$ cat src/bal_pkg.sv
package bal_pkg;

   // Tree and pool geometry
   localparam int MAX_LEVELS   = 8;
   localparam int HEADER_BYTES = 16;
   localparam int NODE_AW      = MAX_LEVELS;
   localparam int NODE_COUNT   = 1 << NODE_AW;
   localparam int UNIT_AW      = MAX_LEVELS - 1;
   localparam int UNIT_COUNT   = 1 << UNIT_AW;
   localparam int DEP_W        = $clog2(MAX_LEVELS + 1);

   // Field widths
   localparam int ADDR_W = 20;
   localparam int LEN_W  = 20;
   localparam int MODE_W = 2;
   localparam int STAT_W = 2;
   localparam int LVL_W  = 3;
   localparam int TAG_W  = 4;
   localparam int CFG_W  = 4;
   localparam int CIDX_W = 2;

   // Register indexes
   localparam logic [CIDX_W-1:0] CSR_BASE_LOG2 = 2'd0;
   localparam logic [CIDX_W-1:0] CSR_LEVELS    = 2'd1;

   // Register reset values
   localparam logic [CFG_W-1:0] BASE_RESET   = 4'd4;
   localparam logic [CFG_W-1:0] LEVELS_RESET = 4'd8;

   typedef enum logic [MODE_W-1:0] {
      MODE_INIT  = 2'd0,
      MODE_ALLOC = 2'd1,
      MODE_FREE  = 2'd2,
      MODE_NONE  = 2'd3
   } mode_type;

   typedef enum logic [STAT_W-1:0] {
      ST_OK        = 2'd0,
      ST_TOO_LARGE = 2'd1,
      ST_NO_MEM    = 2'd2,
      ST_NOT_ALLOC = 2'd3
   } status_type;

   // Free map port: one write and one read per cycle
   typedef struct packed {
      logic               we;
      logic [NODE_AW-1:0] waddr;
      logic               wdata;
      logic [NODE_AW-1:0] raddr;
   } fm_cmd_type;

   // Allocation tag port
   typedef struct packed {
      logic               we;
      logic [UNIT_AW-1:0] waddr;
      logic [TAG_W-1:0]   wdata;
      logic [UNIT_AW-1:0] raddr;
   } tag_cmd_type;

endpackage

$ cat src/bal_if.sv
interface bal_req_if;
   logic                        valid;
   logic                        ready;
   logic [bal_pkg::MODE_W-1:0]  mode;
   logic [bal_pkg::LEN_W-1:0]   request_length;
   logic [bal_pkg::ADDR_W-1:0]  free_address;
   modport source (output valid, mode, request_length, free_address, input ready);
   modport sink   (input valid, mode, request_length, free_address, output ready);
endinterface

interface bal_rsp_if;
   logic                        valid;
   logic                        ready;
   logic [bal_pkg::ADDR_W-1:0]  block_address;
   logic [bal_pkg::STAT_W-1:0]  status;
   logic [bal_pkg::LVL_W-1:0]   block_level;
   modport source (output valid, block_address, status, block_level, input ready);
   modport sink   (input valid, block_address, status, block_level, output ready);
endinterface

interface bal_csr_if;
   logic                        valid;
   logic                        ready;
   logic [bal_pkg::CIDX_W-1:0]  index;
   logic [bal_pkg::CFG_W-1:0]   data;
   modport source (output valid, index, data, input ready);
   modport sink   (input valid, index, data, output ready);
endinterface

$ cat src/bal_ram.sv
module bal_ram #(
   parameter int WIDTH = 1,
   parameter int DEPTH = 256
) (
   input  logic                     clock,
   input  logic                     we,
   input  logic [$clog2(DEPTH)-1:0] waddr,
   input  logic [WIDTH-1:0]         wdata,
   input  logic [$clog2(DEPTH)-1:0] raddr,
   output logic [WIDTH-1:0]         rdata
);

   logic [WIDTH-1:0] mem [DEPTH];
   logic [WIDTH-1:0] rdata_ff;

   always_ff @(posedge clock) begin
      if (we) begin
         mem[waddr] <= wdata;
      end
      rdata_ff <= mem[raddr];
   end

   assign rdata = rdata_ff;

endmodule

$ cat src/bal_ctrl.sv
module bal_ctrl (
   input  logic                       clock,
   input  logic                       reset,
   input  logic                       cfg_wr,
   input  logic [bal_pkg::CFG_W-1:0]  eff_b,
   input  logic [bal_pkg::CFG_W-1:0]  eff_l,
   bal_req_if.sink                    req,
   bal_rsp_if.source                  rsp,
   output bal_pkg::fm_cmd_type        fm_cmd,
   input  logic                       fm_rdata,
   output bal_pkg::tag_cmd_type       tag_cmd,
   input  logic [bal_pkg::TAG_W-1:0]  tag_rdata
);

   localparam int NAW = bal_pkg::NODE_AW;
   localparam int UAW = bal_pkg::UNIT_AW;
   localparam int DW  = bal_pkg::DEP_W;
   localparam int AW  = bal_pkg::ADDR_W;

   typedef enum logic [3:0] {
      S_CLEAR, S_IDLE, S_A_RD, S_A_CHK, S_A_SPLIT, S_A_TAG,
      S_F_CHK, S_F_BRD, S_F_BCHK, S_F_SET, S_DONE
   } state_type;

   state_type               state_ff, state_in;
   logic [NAW-1:0]          clr_ff, clr_in;
   logic                    pend_ff, pend_in;
   logic [DW-1:0]           k_ff, k_in, d_ff, d_in, dj_ff, dj_in;
   logic [NAW-1:0]          n_ff, n_in;
   logic [UAW-1:0]          unit_ff, unit_in;
   logic [AW-1:0]           res_addr_ff, res_addr_in;
   bal_pkg::status_type     res_stat_ff, res_stat_in;
   logic [DW-1:0]           res_lvl_ff, res_lvl_in;
   logic                    rsp_valid_ff, rsp_valid_in;
   logic [AW-1:0]           rsp_addr_ff, rsp_addr_in;
   logic [bal_pkg::STAT_W-1:0] rsp_stat_ff, rsp_stat_in;
   logic [bal_pkg::LVL_W-1:0]  rsp_lvl_ff, rsp_lvl_in;

   logic [DW-1:0]           lm1;
   logic [AW:0]             need;
   logic                    fit;
   logic [DW-1:0]           ksel;
   logic [AW-1:0]           off;
   logic                    free_bad;
   logic [4:0]              top_sh;
   logic [DW-1:0]           tag_k, fd;
   logic                    tag_bad;
   logic [NAW-1:0]          fn;
   logic [NAW-1:0]          rel;
   logic [4:0]              a_sh;
   logic                    last_node;
   logic                    out_free;

   assign lm1 = DW'(eff_l - 4'd1);

   // Size class for an allocate: smallest class whose block holds length plus header
   always_comb begin
      need = {1'b0, req.request_length} + (AW+1)'(bal_pkg::HEADER_BYTES);
      fit  = 1'b0;
      ksel = '0;
      for (int i = bal_pkg::MAX_LEVELS - 1; i >= 0; i--) begin
         if (i < int'(eff_l) && ((21'd1 << (int'(eff_b) + i)) >= need)) begin
            fit  = 1'b1;
            ksel = DW'(i);
         end
      end
   end

   // Free address checks that need no memory read
   always_comb begin
      off      = req.free_address - AW'(bal_pkg::HEADER_BYTES);
      top_sh   = {1'b0, eff_b} + 5'(lm1);
      free_bad = (req.free_address < AW'(bal_pkg::HEADER_BYTES))
               || ((off & ~({AW{1'b1}} << eff_b)) != '0)
               || ((off >> top_sh) != '0);
   end

   // Tag checks and leaf node of the block being freed
   always_comb begin
      tag_k   = DW'(tag_rdata - 4'd1);
      tag_bad = (tag_rdata == '0) || (tag_rdata > eff_l)
              || ((unit_ff & ~({UAW{1'b1}} << tag_k)) != '0);
      fd      = lm1 - tag_k;
      fn      = (NAW'(1) << fd) | NAW'(unit_ff >> tag_k);
   end

   assign rel       = n_ff - (NAW'(1) << d_ff);
   assign a_sh      = {1'b0, eff_b} + 5'(k_ff);
   assign last_node = (n_ff == NAW'((2 << dj_ff) - 1));
   assign out_free  = !rsp_valid_ff || rsp.ready;

   assign req.ready         = (state_ff == S_IDLE);
   assign rsp.valid         = rsp_valid_ff;
   assign rsp.block_address = rsp_addr_ff;
   assign rsp.status        = rsp_stat_ff;
   assign rsp.block_level   = rsp_lvl_ff;

   // Next state and memory commands
   always_comb begin
      state_in     = state_ff;
      clr_in       = clr_ff;
      pend_in      = pend_ff;
      k_in         = k_ff;
      d_in         = d_ff;
      dj_in        = dj_ff;
      n_in         = n_ff;
      unit_in      = unit_ff;
      res_addr_in  = res_addr_ff;
      res_stat_in  = res_stat_ff;
      res_lvl_in   = res_lvl_ff;
      rsp_valid_in = rsp_valid_ff && !rsp.ready;
      rsp_addr_in  = rsp_addr_ff;
      rsp_stat_in  = rsp_stat_ff;
      rsp_lvl_in   = rsp_lvl_ff;
      fm_cmd       = '0;
      tag_cmd      = '0;

      case (state_ff)
         // sweep both stores back to one free top block
         S_CLEAR: begin
            fm_cmd.we     = 1'b1;
            fm_cmd.waddr  = clr_ff;
            fm_cmd.wdata  = (clr_ff == NAW'(1));
            tag_cmd.we    = 1'b1;
            tag_cmd.waddr = clr_ff[UAW-1:0];
            tag_cmd.wdata = '0;
            clr_in        = clr_ff + NAW'(1);
            if (clr_ff == {NAW{1'b1}}) begin
               state_in = pend_ff ? S_DONE : S_IDLE;
            end
         end
         S_IDLE: begin
            if (req.valid) begin
               res_addr_in = '0;
               res_stat_in = bal_pkg::ST_OK;
               res_lvl_in  = '0;
               case (bal_pkg::mode_type'(req.mode))
                  bal_pkg::MODE_INIT: begin
                     clr_in   = '0;
                     pend_in  = 1'b1;
                     state_in = S_CLEAR;
                  end
                  bal_pkg::MODE_ALLOC: begin
                     if (!fit) begin
                        res_stat_in = bal_pkg::ST_TOO_LARGE;
                        state_in    = S_DONE;
                     end else begin
                        k_in     = ksel;
                        d_in     = lm1 - ksel;
                        dj_in    = lm1 - ksel;
                        n_in     = NAW'(1) << (lm1 - ksel);
                        state_in = S_A_RD;
                     end
                  end
                  bal_pkg::MODE_FREE: begin
                     unit_in       = UAW'(off >> eff_b);
                     tag_cmd.raddr = UAW'(off >> eff_b);
                     if (free_bad) begin
                        res_stat_in = bal_pkg::ST_NOT_ALLOC;
                        state_in    = S_DONE;
                     end else begin
                        state_in = S_F_CHK;
                     end
                  end
                  default: begin
                     state_in = S_DONE;
                  end
               endcase
            end
         end
         // scan one depth at a time, lowest address first
         S_A_RD: begin
            fm_cmd.raddr = n_ff;
            state_in     = S_A_CHK;
         end
         S_A_CHK: begin
            if (fm_rdata) begin
               fm_cmd.we    = 1'b1;
               fm_cmd.waddr = n_ff;
               fm_cmd.wdata = 1'b0;
               state_in     = (dj_ff == d_ff) ? S_A_TAG : S_A_SPLIT;
            end else if (!last_node) begin
               n_in     = n_ff + NAW'(1);
               state_in = S_A_RD;
            end else if (dj_ff == '0) begin
               res_stat_in = bal_pkg::ST_NO_MEM;
               res_lvl_in  = k_ff;
               state_in    = S_DONE;
            end else begin
               dj_in    = dj_ff - DW'(1);
               n_in     = NAW'(1) << (dj_ff - DW'(1));
               state_in = S_A_RD;
            end
         end
         // split down, upper half goes free
         S_A_SPLIT: begin
            fm_cmd.we    = 1'b1;
            fm_cmd.waddr = {n_ff[NAW-2:0], 1'b1};
            fm_cmd.wdata = 1'b1;
            n_in         = {n_ff[NAW-2:0], 1'b0};
            dj_in        = dj_ff + DW'(1);
            if (dj_ff + DW'(1) == d_ff) begin
               state_in = S_A_TAG;
            end
         end
         S_A_TAG: begin
            tag_cmd.we    = 1'b1;
            tag_cmd.waddr = UAW'(rel << k_ff);
            tag_cmd.wdata = bal_pkg::TAG_W'(k_ff) + bal_pkg::TAG_W'(1);
            res_addr_in   = AW'(AW'(rel) << a_sh) + AW'(bal_pkg::HEADER_BYTES);
            res_lvl_in    = k_ff;
            state_in      = S_DONE;
         end
         // tag data is back for the unit being freed
         S_F_CHK: begin
            if (tag_bad) begin
               res_stat_in = bal_pkg::ST_NOT_ALLOC;
               state_in    = S_DONE;
            end else begin
               tag_cmd.we    = 1'b1;
               tag_cmd.waddr = unit_ff;
               tag_cmd.wdata = '0;
               res_lvl_in    = tag_k;
               n_in          = fn;
               d_in          = fd;
               state_in      = (fd == '0) ? S_F_SET : S_F_BRD;
            end
         end
         S_F_BRD: begin
            fm_cmd.raddr = n_ff ^ NAW'(1);
            state_in     = S_F_BCHK;
         end
         // buddy free: take it out and climb; else mark this node free
         S_F_BCHK: begin
            if (fm_rdata) begin
               fm_cmd.we    = 1'b1;
               fm_cmd.waddr = n_ff ^ NAW'(1);
               fm_cmd.wdata = 1'b0;
               n_in         = n_ff >> 1;
               d_in         = d_ff - DW'(1);
               state_in     = (d_ff == DW'(1)) ? S_F_SET : S_F_BRD;
            end else begin
               fm_cmd.we    = 1'b1;
               fm_cmd.waddr = n_ff;
               fm_cmd.wdata = 1'b1;
               state_in     = S_DONE;
            end
         end
         S_F_SET: begin
            fm_cmd.we    = 1'b1;
            fm_cmd.waddr = n_ff;
            fm_cmd.wdata = 1'b1;
            state_in     = S_DONE;
         end
         S_DONE: begin
            if (out_free) begin
               rsp_valid_in = 1'b1;
               rsp_addr_in  = res_addr_ff;
               rsp_stat_in  = res_stat_ff;
               rsp_lvl_in   = bal_pkg::LVL_W'(res_lvl_ff);
               pend_in      = 1'b0;
               state_in     = S_IDLE;
            end
         end
         default: begin
            state_in = S_IDLE;
         end
      endcase

      // a register write restarts the pool
      if (cfg_wr) begin
         state_in = S_CLEAR;
         clr_in   = '0;
         pend_in  = 1'b0;
      end
   end

   always_ff @(posedge clock) begin
      if (reset) begin
         state_ff     <= S_CLEAR;
         clr_ff       <= '0;
         pend_ff      <= 1'b0;
         rsp_valid_ff <= 1'b0;
      end else begin
         state_ff     <= state_in;
         clr_ff       <= clr_in;
         pend_ff      <= pend_in;
         rsp_valid_ff <= rsp_valid_in;
      end
      k_ff        <= k_in;
      d_ff        <= d_in;
      dj_ff       <= dj_in;
      n_ff        <= n_in;
      unit_ff     <= unit_in;
      res_addr_ff <= res_addr_in;
      res_stat_ff <= res_stat_in;
      res_lvl_ff  <= res_lvl_in;
      rsp_addr_ff <= rsp_addr_in;
      rsp_stat_ff <= rsp_stat_in;
      rsp_lvl_ff  <= rsp_lvl_in;
   end

endmodule

$ cat src/buddy_allocator_top.sv
// Channel  Dir  Payload                                   Accepted when
// req      in   mode, request_length, free_address        req_bus valid & ready
// rsp      out  block_address, status, block_level        rsp_bus valid & ready
// csr      in   index (0 base_log2, 1 levels_in_use), data csr_bus valid & ready
//
// One item at a time; the free map and tag store are single-port-read RAMs.
// Allocate: reads and checks each tree node scanned (up to 2^L - 1 nodes), then splits the block found down.
// Free: checks the tag, then reads and checks each buddy while climbing. Reinit: clearing pass.
// Reset and each register write run the clearing pass over all 256 nodes; req_bus.ready is low.
// The result register lets the next item be accepted while rsp_bus is stalled.
module buddy_allocator_top (
   input logic        clock,
   input logic        reset,
   bal_req_if.sink    req_bus,
   bal_rsp_if.source  rsp_bus,
   bal_csr_if.sink    csr_bus
);

   logic [bal_pkg::CFG_W-1:0]  base_ff, base_in, levels_ff, levels_in;
   logic [bal_pkg::CFG_W-1:0]  eff_b, eff_l;
   logic [bal_pkg::CFG_W:0]    lim;
   logic                       csr_wr;
   bal_pkg::fm_cmd_type        fm_cmd;
   bal_pkg::tag_cmd_type       tag_cmd;
   logic                       fm_rdata;
   logic [bal_pkg::TAG_W-1:0]  tag_rdata;

   assign csr_bus.ready = 1'b1;
   assign csr_wr = csr_bus.valid
                && (csr_bus.index == bal_pkg::CSR_BASE_LOG2
                    || csr_bus.index == bal_pkg::CSR_LEVELS);

   // Configuration registers
   always_comb begin
      base_in   = base_ff;
      levels_in = levels_ff;
      if (csr_bus.valid && csr_bus.index == bal_pkg::CSR_BASE_LOG2) begin
         base_in = csr_bus.data;
      end
      if (csr_bus.valid && csr_bus.index == bal_pkg::CSR_LEVELS) begin
         levels_in = csr_bus.data;
      end
   end

   always_ff @(posedge clock) begin
      if (reset) begin
         base_ff   <= bal_pkg::BASE_RESET;
         levels_ff <= bal_pkg::LEVELS_RESET;
      end else begin
         base_ff   <= base_in;
         levels_ff <= levels_in;
      end
   end

   // Saturate registers so every address stays within 20 bits
   always_comb begin
      eff_b = base_ff;
      if (eff_b < 4'd2)  eff_b = 4'd2;
      if (eff_b > 4'd12) eff_b = 4'd12;
      lim   = 5'd20 - {1'b0, eff_b};
      eff_l = levels_ff;
      if (eff_l < 4'd1) eff_l = 4'd1;
      if (eff_l > bal_pkg::CFG_W'(bal_pkg::MAX_LEVELS)) begin
         eff_l = bal_pkg::CFG_W'(bal_pkg::MAX_LEVELS);
      end
      if ({1'b0, eff_l} > lim) eff_l = lim[bal_pkg::CFG_W-1:0];
   end

   bal_ctrl u_ctrl (
      .clock     (clock),
      .reset     (reset),
      .cfg_wr    (csr_wr),
      .eff_b     (eff_b),
      .eff_l     (eff_l),
      .req       (req_bus),
      .rsp       (rsp_bus),
      .fm_cmd    (fm_cmd),
      .fm_rdata  (fm_rdata),
      .tag_cmd   (tag_cmd),
      .tag_rdata (tag_rdata)
   );

   bal_ram #(.WIDTH(1), .DEPTH(bal_pkg::NODE_COUNT)) u_free_map (
      .clock (clock),
      .we    (fm_cmd.we),
      .waddr (fm_cmd.waddr),
      .wdata (fm_cmd.wdata),
      .raddr (fm_cmd.raddr),
      .rdata (fm_rdata)
   );

   bal_ram #(.WIDTH(bal_pkg::TAG_W), .DEPTH(bal_pkg::UNIT_COUNT)) u_alloc_tag (
      .clock (clock),
      .we    (tag_cmd.we),
      .waddr (tag_cmd.waddr),
      .wdata (tag_cmd.wdata),
      .raddr (tag_cmd.raddr),
      .rdata (tag_rdata)
   );

   // Reset and register writes both start the clearing pass
   a_reset_clears: assert property (@(posedge clock) reset |=> !req_bus.ready)
      else $error("item accepted right after reset");

   a_cfg_clears: assert property (@(posedge clock) disable iff (reset)
      csr_wr |=> !req_bus.ready)
      else $error("item accepted right after register write");

   // Only a successful allocate carries an address
   a_addr_ok: assert property (@(posedge clock) disable iff (reset)
      rsp_bus.valid && rsp_bus.block_address != '0 |-> rsp_bus.status == bal_pkg::ST_OK)
      else $error("address returned with error status");

   // Too large and not-allocated answers carry level 0
   a_err_level: assert property (@(posedge clock) disable iff (reset)
      rsp_bus.valid && (rsp_bus.status == bal_pkg::ST_TOO_LARGE
                        || rsp_bus.status == bal_pkg::ST_NOT_ALLOC)
      |-> rsp_bus.block_level == '0)
      else $error("nonzero level on rejected item");

endmodule

$ cat src/flat_wrapper.sv
// flat-port wrapper written by rule: the top's interface ports become plain ports
module buddy_allocator_top_flat 
  (clock, reset, req_bus_valid, req_bus_mode, req_bus_request_length, req_bus_free_address, req_bus_ready, rsp_bus_valid, rsp_bus_block_address, rsp_bus_status, rsp_bus_block_level, rsp_bus_ready, csr_bus_valid, csr_bus_index, csr_bus_data, csr_bus_ready);
  bal_req_if req_bus_i ();
  bal_rsp_if rsp_bus_i ();
  bal_csr_if csr_bus_i ();
  input logic clock;
  input logic reset;
  input wire logic [$bits(req_bus_i.valid)-1:0] req_bus_valid;
  input wire logic [$bits(req_bus_i.mode)-1:0] req_bus_mode;
  input wire logic [$bits(req_bus_i.request_length)-1:0] req_bus_request_length;
  input wire logic [$bits(req_bus_i.free_address)-1:0] req_bus_free_address;
  output wire logic [$bits(req_bus_i.ready)-1:0] req_bus_ready;
  output wire logic [$bits(rsp_bus_i.valid)-1:0] rsp_bus_valid;
  output wire logic [$bits(rsp_bus_i.block_address)-1:0] rsp_bus_block_address;
  output wire logic [$bits(rsp_bus_i.status)-1:0] rsp_bus_status;
  output wire logic [$bits(rsp_bus_i.block_level)-1:0] rsp_bus_block_level;
  input wire logic [$bits(rsp_bus_i.ready)-1:0] rsp_bus_ready;
  input wire logic [$bits(csr_bus_i.valid)-1:0] csr_bus_valid;
  input wire logic [$bits(csr_bus_i.index)-1:0] csr_bus_index;
  input wire logic [$bits(csr_bus_i.data)-1:0] csr_bus_data;
  output wire logic [$bits(csr_bus_i.ready)-1:0] csr_bus_ready;
  assign req_bus_i.valid = req_bus_valid;
  assign req_bus_i.mode = req_bus_mode;
  assign req_bus_i.request_length = req_bus_request_length;
  assign req_bus_i.free_address = req_bus_free_address;
  assign req_bus_ready = req_bus_i.ready;
  assign rsp_bus_valid = rsp_bus_i.valid;
  assign rsp_bus_block_address = rsp_bus_i.block_address;
  assign rsp_bus_status = rsp_bus_i.status;
  assign rsp_bus_block_level = rsp_bus_i.block_level;
  assign rsp_bus_i.ready = rsp_bus_ready;
  assign csr_bus_i.valid = csr_bus_valid;
  assign csr_bus_i.index = csr_bus_index;
  assign csr_bus_i.data = csr_bus_data;
  assign csr_bus_ready = csr_bus_i.ready;
  buddy_allocator_top u_core (.clock(clock), .reset(reset), .req_bus(req_bus_i), .rsp_bus(rsp_bus_i), .csr_bus(csr_bus_i));
endmodule
$ cat config.mk
export PLATFORM = sky130hd
export DESIGN_NAME = buddy_allocator_top_flat
export DESIGN_NICKNAME = d
export VERILOG_FILES = /design/src/bal_pkg.sv /design/src/bal_if.sv /design/src/bal_ram.sv /design/src/bal_ctrl.sv /design/src/buddy_allocator_top.sv /design/src/flat_wrapper.sv
export SDC_FILE = /design/constraint.sdc
export NUM_CORES = 2
export LEC_CHECK = 0
export BUFFER_PORTS_ARGS = -buffer_cell sky130_fd_sc_hd__buf_2
export CORE_MARGIN = 3
export CORE_UTILIZATION = 25
export CTS_BUF_LIST = sky130_fd_sc_hd__clkbuf_8 sky130_fd_sc_hd__clkbuf_16
export CTS_CLUSTER_DIAMETER = 40
export DETAILED_ROUTE_END_ITERATION = 12
export GPL_TIMING_DRIVEN = 0
export SKIP_LAST_GASP = 1
export SLEW_MARGIN = 20
export SYNTH_ARGS = -nofsm -noshare
export SYNTH_HDL_FRONTEND = slang
export SYNTH_HIERARCHICAL = 1
export SYNTH_SLANG_ARGS = --single-unit
export TNS_END_PERCENT = 1
$ cat constraint.sdc
create_clock -name clock -period 11.7 [get_ports clock]
set_input_delay 0.585 -clock clock [delete_from_list [all_inputs] [get_ports clock]]
set_output_delay 0.585 -clock clock [all_outputs]
set_load 0.1 [all_outputs]
==> After elaboration in Yosys (flattened, before gate mapping) <==
Memory sizes are Yosys's and may differ from the RTL's. A register that Yosys moved wholly into a read port is not among the register bits.
Index checks and enable logic that the tools add are counted.
{ "totals": {"mem_bits_rw": 768, "register_bits": 99, "latch_bits": 0, "romBits": 0, "output_inout_bits": 28, "wordCells": 274, "memories": 2} }
{ "op_classes": {"muxes": 96, "add_sub_neg": 25, "eq_ne": 34, "bitwise": 6, "div_mod_pow": 0, "n_shift": 20, "magnitude_cmp": 23, "mul": 0, "n_reduce_logical": 51} }
{ "mem_list": {"columns": ["memory", "depth", "word_bits", "rd", "rd_ports_with_merged_regs", "write_ports", "line_no", "text"], "rows": [
  ["u_core.u_alloc_tag.mem", 128, 4, 1, 1, 1, "bal_ram.sv:13", "logic [WIDTH-1:0] mem [DEPTH];"],
  ["u_core.u_free_map.mem", 256, 1, 1, 1, 1, "bal_ram.sv:13", null]
]} }
{ "ops": {"columns": ["operator", "n"], "rows": [
  ["21-bit greater-or-equal comparator", 8],
  ["1-bit by 5-bit << shifter with 21-bit output, first input constant", 7],
  ["4-bit two-way mux", 34],
  ["8-bit two-way mux", 10],
  ["10-bit case mux with 5 select lines", 1],
  ["20-bit case mux with 2 select lines", 1],
  ["4-bit case mux with 10 select lines", 1],
  ["8-bit case mux with 5 select lines", 1],
  ["20-bit nonzero test", 2],
  ["12-bit case mux with 3 select lines", 1],
  ["4-bit case mux with 3 select lines", 3],
  ["8-bit case mux with 2 select lines", 2],
  ["1-bit by 4-bit << shifter with 8-bit output, first input constant", 4],
  ["2-bit inequality test, second input constant", 11],
  ["20-bit by 5-bit adder with 21-bit output, second input constant", 1],
  ["7-bit two-way mux", 3],
  ["1-bit by 4-bit << shifter with 21-bit output, first input constant", 1],
  ["20-bit by 5-bit adder with 20-bit output, second input constant", 1],
  ["4-bit by 3-bit adder with 5-bit output, second input constant", 4],
  ["20-bit bitwise AND", 1],
  ["20-bit by 5-bit < comparator with 1-bit output, second input constant", 1],
  ["20-bit two-way mux", 1],
  ["20-bit inverter", 1],
  ["20-bit by 4-bit << shifter with 20-bit output, first input constant", 1],
  ["other kinds (68)", 154]
]} }

==> Longest topological paths before layout <==
{ "logic_depth": {"ltp_word": 23, "depth_mapped": 33, "mapped_depth_nobuf": 30} }

==> By module <==
The synthesis kept the hierarchy.
{ "by_module_without_submodules": {"columns": ["mod", "area_per_inst_um2", "cells_per_inst", "seq_area_each_um2", "n_inst"], "rows": [
  ["bal_ram at u_core.u_alloc_tag", 20193.1, 908, 15454.8, 1],
  ["bal_ctrl", 14348.8, 1847, 2562.5, 1],
  ["bal_ram at u_core.u_free_map", 11128.2, 788, 7707.4, 1],
  ["buddy_allocator_top", 631.9, 73, 160.2, 1]
]} }

==> Least setup slack after synthesis <==
OpenSTA, ideal clock, no wires.
{ "synth_path": {"kind": "register to register", "from": "register u_core.u_ctrl.clr_ff[0]", "to": "memory u_core.u_free_map.mem[0] (data pin)", "stages_incl_launch_ff": 6, "synth_period_minus_slack_ns": 9.768, "arrival_ns": 8.194, "n_path_buf": 0, "setup_ns": 1.574, "setup_slack_ns": 1.932, "path_cell_list": "dfxtp_1 -> ha_1 -> or4b_2 -> nor4_1 -> o21ai_0 -> a21oi_1"} }
{ "synth_lines": {"columns": ["item", "line_no", "text"], "rows": [
  ["from (decl)", "bal_ctrl.sv:26", "logic [NAW-1:0] clr_ff, clr_in;"],
  ["from (signal assigned)", "bal_ctrl.sv:286", "clr_ff <= clr_in;"],
  ["to (decl)", "bal_ram.sv:13", null]
]} }

==> Final worst setup path <==
{ "layout_path": {"from": "register u_core/base_ff[2] in the netlist's numbering", "to": "register u_core.u_ctrl.n_ff[2] (data pin)"} }
{ "layout_between": {"elab_chain_cells": 23, "word_cells_on_any_way": 65} }
{ "layout_rtl": {"columns": ["item", "line_no", "text"], "rows": [
  ["from (decl)", "buddy_allocator_top.sv:19", "logic [bal_pkg::CFG_W-1:0] base_ff, base_in, levels_ff, levels_in;"],
  ["from (signal assigned)", "buddy_allocator_top.sv:47", "base_ff <= bal_pkg::BASE_RESET;"],
  ["from (signal assigned)", "buddy_allocator_top.sv:50", "base_ff <= base_in;"],
  ["4-bit by 2-bit < comparator with 1-bit output", "buddy_allocator_top.sv:58", "if (eff_b < 4'd2) eff_b = 4'd2;"],
  ["4-bit two-way mux (*)", "buddy_allocator_top.sv:58", null],
  ["4-bit greater-than comparator", "buddy_allocator_top.sv:59", "if (eff_b > 4'd12) eff_b = 4'd12;"],
  ["4-bit two-way mux (*)", "buddy_allocator_top.sv:59", null],
  ["via u_core.eff_b, one bit", "buddy_allocator_top.sv:20", "logic [bal_pkg::CFG_W-1:0] eff_b, eff_l;"],
  ["5-bit by 4-bit subtractor with 5-bit output", "buddy_allocator_top.sv:60", "lim = 5'd20 - {1'b0, eff_b};"],
  ["4-bit by 5-bit greater-than comparator with 1-bit output", "buddy_allocator_top.sv:66", "if ({1'b0, eff_l} > lim) eff_l = lim[bal_pkg::CFG_W-1:0];"],
  ["4-bit two-way mux", "buddy_allocator_top.sv:66", null],
  ["(+10 left out)", null, null],
  ["via u_core.u_ctrl.ksel[0]", "bal_ctrl.sv:42", "logic [DW-1:0] ksel;"],
  ["4-bit subtractor (*)", "bal_ctrl.sv:151", "n_in = NAW'(1) << (lm1 - ksel);"],
  ["1-bit by 4-bit << shifter with 8-bit output (*)", "bal_ctrl.sv:151", null],
  ["8-bit two-way mux (*)", "bal_ctrl.sv:144", "if (!fit) begin"],
  ["8-bit two-way mux (*)", "bal_ctrl.sv:137", "case (bal_pkg::mode_type'(req.mode))"],
  ["8-bit two-way mux (*)", "bal_ctrl.sv:133", "if (req.valid) begin"],
  ["8-bit case mux with 5 select lines (*)", "bal_ctrl.sv:118", "case (state_ff)"],
  ["via u_core.u_ctrl.n_in[2]", "bal_ctrl.sv:29", "logic [NAW-1:0] n_ff, n_in;"],
  ["to (signal assigned)", "bal_ctrl.sv:293", "n_ff <= n_in;"],
  ["to (decl)", "bal_ctrl.sv:29", null]
]} }
The timed path passes the listed nets; every way through them passes the cells marked *. The select of a mux whose other input is x is not followed.
A chain may end at the register's enable or synchronous reset.

==> results.cfg <==
[floorplan]
die_x_um = 436
row_count = 157
io_pins = 81
die_y_um = 436
initial_utilization = 0.252
die_area_um2 = 190000
coreArea_um2 = 184000

[sta]
min_period_ns = 9.26
rsz0062_at_grt = false
hold_viol = 0
fmax_mhz = 108
slew_headroom = 0.226
tightest_slew_ns = 1.16
maxSlewViolCount = 0
fin_crit_sh = 0.791
worst_slack_ns = 2.44
finalSetupViolCount = 0
fin_worst_skew_ns = 0.0536
fin_tns_setup_ns = 0

[cells_and_area]
synthToLayoutAreaGrowth_pct = 18.0
fin_nets = 4133
area.sequential_um2 = 25900
drive_above_1_share = 0.160
fill_cells = 18400
multi_input_area_um2 = 19300

[power_and_ir_drop]
ir_drop_uv = 121
seqPwrFrac = 0.446
switchingPower_mw = 1.82
p_leak_nw = 18.5
pwr-share-clk = 0.476
comb_power_share = 0.078
internal_power_mw = 5.85
powerDensity_nw_per_um2 = 140
switching_share = 0.237

[logic_synthesis]
synthArstFlopShare = 0
netlist_area_um2 = 46300
yosysSeqAreaShare = 0.559
yosysWarnings = 6
netlist_top_cells_area = edfxtp_1 55%, mux4_2 11%, ha_1 6.5%
ys_ff_latch = 871
syn_inst = 3616
synth_top_area_cell = edfxtp_1
syn_avg_cell_area_um2 = 12.8
synth_top_area_share = 0.547
synth-edff-count = 844
synth_ff_type = edfxtp_1
synth_cell_types = 105

[detailed_routing]
drt-total-wl_um = 131000
vias_per_cell = 4.99
detail_route.first_pass.iterations = 6
wl_per_cell_um = 20.5
first_iter_violations = 3636
ant_nets = 0
vias = 31900
drc = 0

[grt]
antenna_found_initial = 6
grt_pass1_wl_um = 198000
grt_max_degree = 77
grt_use_total = 0.134
grt-busiest-layer = met2
grt.met3_usage = 0.0238
met1_usage = 0.184
grt_overflow = 0
use_met2 = 0.213
grt_pass1_vias = 31300

[critical_path]
crit_path_start_kind = register
cp_data_arrival_time_ns = 9.68
slowest_delay_ns = 1.04
path_buf_inv = 6
crit_cells = 30
crit_path_top_delay_cell = dlygate4sd3_1
crit_family = compound AO/OA/AOI/OAI gates
critPathMaxFanout = 16
worstPathRequired_ns = 12.13
path_class = register to register
rr_worst_depth = 30
crit_path_end_kind = register

[clock_network]
cts_setup_buffers = 0
clock_sinks = 871
h-tree-depth = 3
cts_tree = built
cts_hold_buf = 0
cts.path.max_buffers = 3
cts_buffers = 111
cts_resized = 0
clkTransAtPathRegs_ns = 0.05
root_buffer = clkbuf_16
clkLatencyLatePin_ns = 0.72

[run_status]
outcome = finished clean

[placement]
hpwlAfterDp_um = 94500
io_buffers = 74
routabilityCongestion = 0.907
place_ws_ns = 2.74

[flow_run]
drv_cap = 0

[hold_path]
min_path_cells = 2
hold_path.class = primary input to register
-- layout by cell type (no fill, tap or decap), drive strengths merged, types with 20 or more instances in the layout --
cell,synthesis,layout
nor4,23,23
a21o,21,21
nor2,661,661
inv,84,109
mux2i,90,90
nand2,175,175
a31oi,24,24
mux4,219,219
clkbuf,135,246
or3,29,29
clkinv,3,45
bufinv,0,21
nor3,83,83
buf,69,171
o21ai,121,121
nand2b,25,25
nand3,93,93
a21oi,133,133
nor2b,46,46
edfxtp,844,844
ha,239,239
a211oi,25,25
nand4,40,40
o22ai,36,36
xnor2,53,53
dfxtp,27,27
and2,20,20
xor2,39,39
-- layer usage --
layer / wire length (µm) / part of all wire
met4: 4300 / 0.033
met1: 56800 / 0.43
met5: 0 / 0
met3: 10500 / 0.080
met2: 59800 / 0.46
-- power by group through the flow --
stage / Combinational, mW / Sequential, mW / Clock, mW
floorplan: 0.376 / 3.50 / 0
CTS: 0.586 / 3.42 / 3.72
global route: 0.651 / 3.42 / 3.85
detailed placement: 0.581 / 3.48 / 0
global placement: 0.550 / 3.51 / 0
finish: 0.602 / 3.42 / 3.65
-- cells in the mapped netlist, drive strengths merged (29+ instances only) --
| master | n |
|---|---|
| a21oi | 133 |
| buf | 69 |
| clkbuf | 135 |
| edfxtp | 844 |
| ha | 239 |
| inv | 84 |
| mux2i | 90 |
| mux4 | 219 |
| nand2 | 175 |
| nand3 | 93 |
| nand4 | 40 |
| nor2 | 661 |
| nor2b | 46 |
| nor3 | 83 |
| o21ai | 121 |
| o22ai | 36 |
| or3 | 29 |
| xnor2 | 53 |
| xor2 | 39 |
-- worst paths after layout --
path / startpoint / to / slack (ns)
worst max-delay path: u_core/base_ff[2] / u_core/u_ctrl/n_ff[2] / 2.44
worst min-delay path: csr_bus_data[2] / u_core/base_ff[2] / 0.15
worst max register to register: u_core/base_ff[2] / u_core/u_ctrl/n_ff[2] / 2.44
worst min register to register: u_core/u_ctrl/res_addr_ff[13] / u_core/u_ctrl/rsp.block_address[13] / 0.40
-- state kept, by name, summed over array words and instances (netlist names) --
name,count
u_core/base_ff,4
u_core/levels_ff,4
u_core/u_alloc_tag/mem,512
u_core/u_alloc_tag/rdata,4
u_core/u_ctrl/clr_ff,8
u_core/u_ctrl/d_ff,4
u_core/u_ctrl/dj_ff,4
u_core/u_ctrl/k_ff,3
u_core/u_ctrl/n_ff,8
u_core/u_ctrl/pend_ff,1
u_core/u_ctrl/res_addr_ff,20
u_core/u_ctrl/res_lvl_ff,3
u_core/u_ctrl/res_stat_ff,2
u_core/u_ctrl/rsp.block_address,20
u_core/u_ctrl/rsp.block_level,3
u_core/u_ctrl/rsp.status,2
u_core/u_ctrl/rsp.valid,1
u_core/u_ctrl/state_ff,4
u_core/u_ctrl/unit_ff,7
u_core/u_free_map/mem,256
u_core/u_free_map/rdata,1
-- final cells by class --
class / count / area share
Antenna cell: 3 / 0.000137
Buffer: 205 / 0.0169
Clock buffer: 111 / 0.0508
Clock inverter: 97 / 0.0237
Inverter: 87 / 0.00598
Multi-Input combinational cell: 2458 / 0.354
Sequential cell: 871 / 0.474
Tap cell: 2464 / 0.0564
Timing Repair Buffer: 102 / 0.0183
-- per-stage QoR --
stage	total power, mW	instance area [µm²]	util	std cells	hold WS (ns)
detailed placement	4.07	50500	0.275	6187	0.406
global placement	4.06	49800	0.271	6159	0.404
global route	7.92	54600	0.297	6397	0.118
finish	7.67	54600	0.297	6398	0.154
floorplan	3.87	46300	-	3621	0.400
CTS	7.72	54600	0.297	6395	0.0979
-- cell families (layout without fill, tap and decap cells) --
family	Yosys count	count (layout)	synth area share
mux	324	324	0.130
xor+xnor	93	93	0.0179
compound gates	529	529	0.0756
other cells	2	10	0.000162
buf+inv	292	602	0.0269
flops	871	871	0.559
simple gates	1260	1260	0.124
fa+ha+maj	245	245	0.0670
Power figures use the tool's default switching activity.
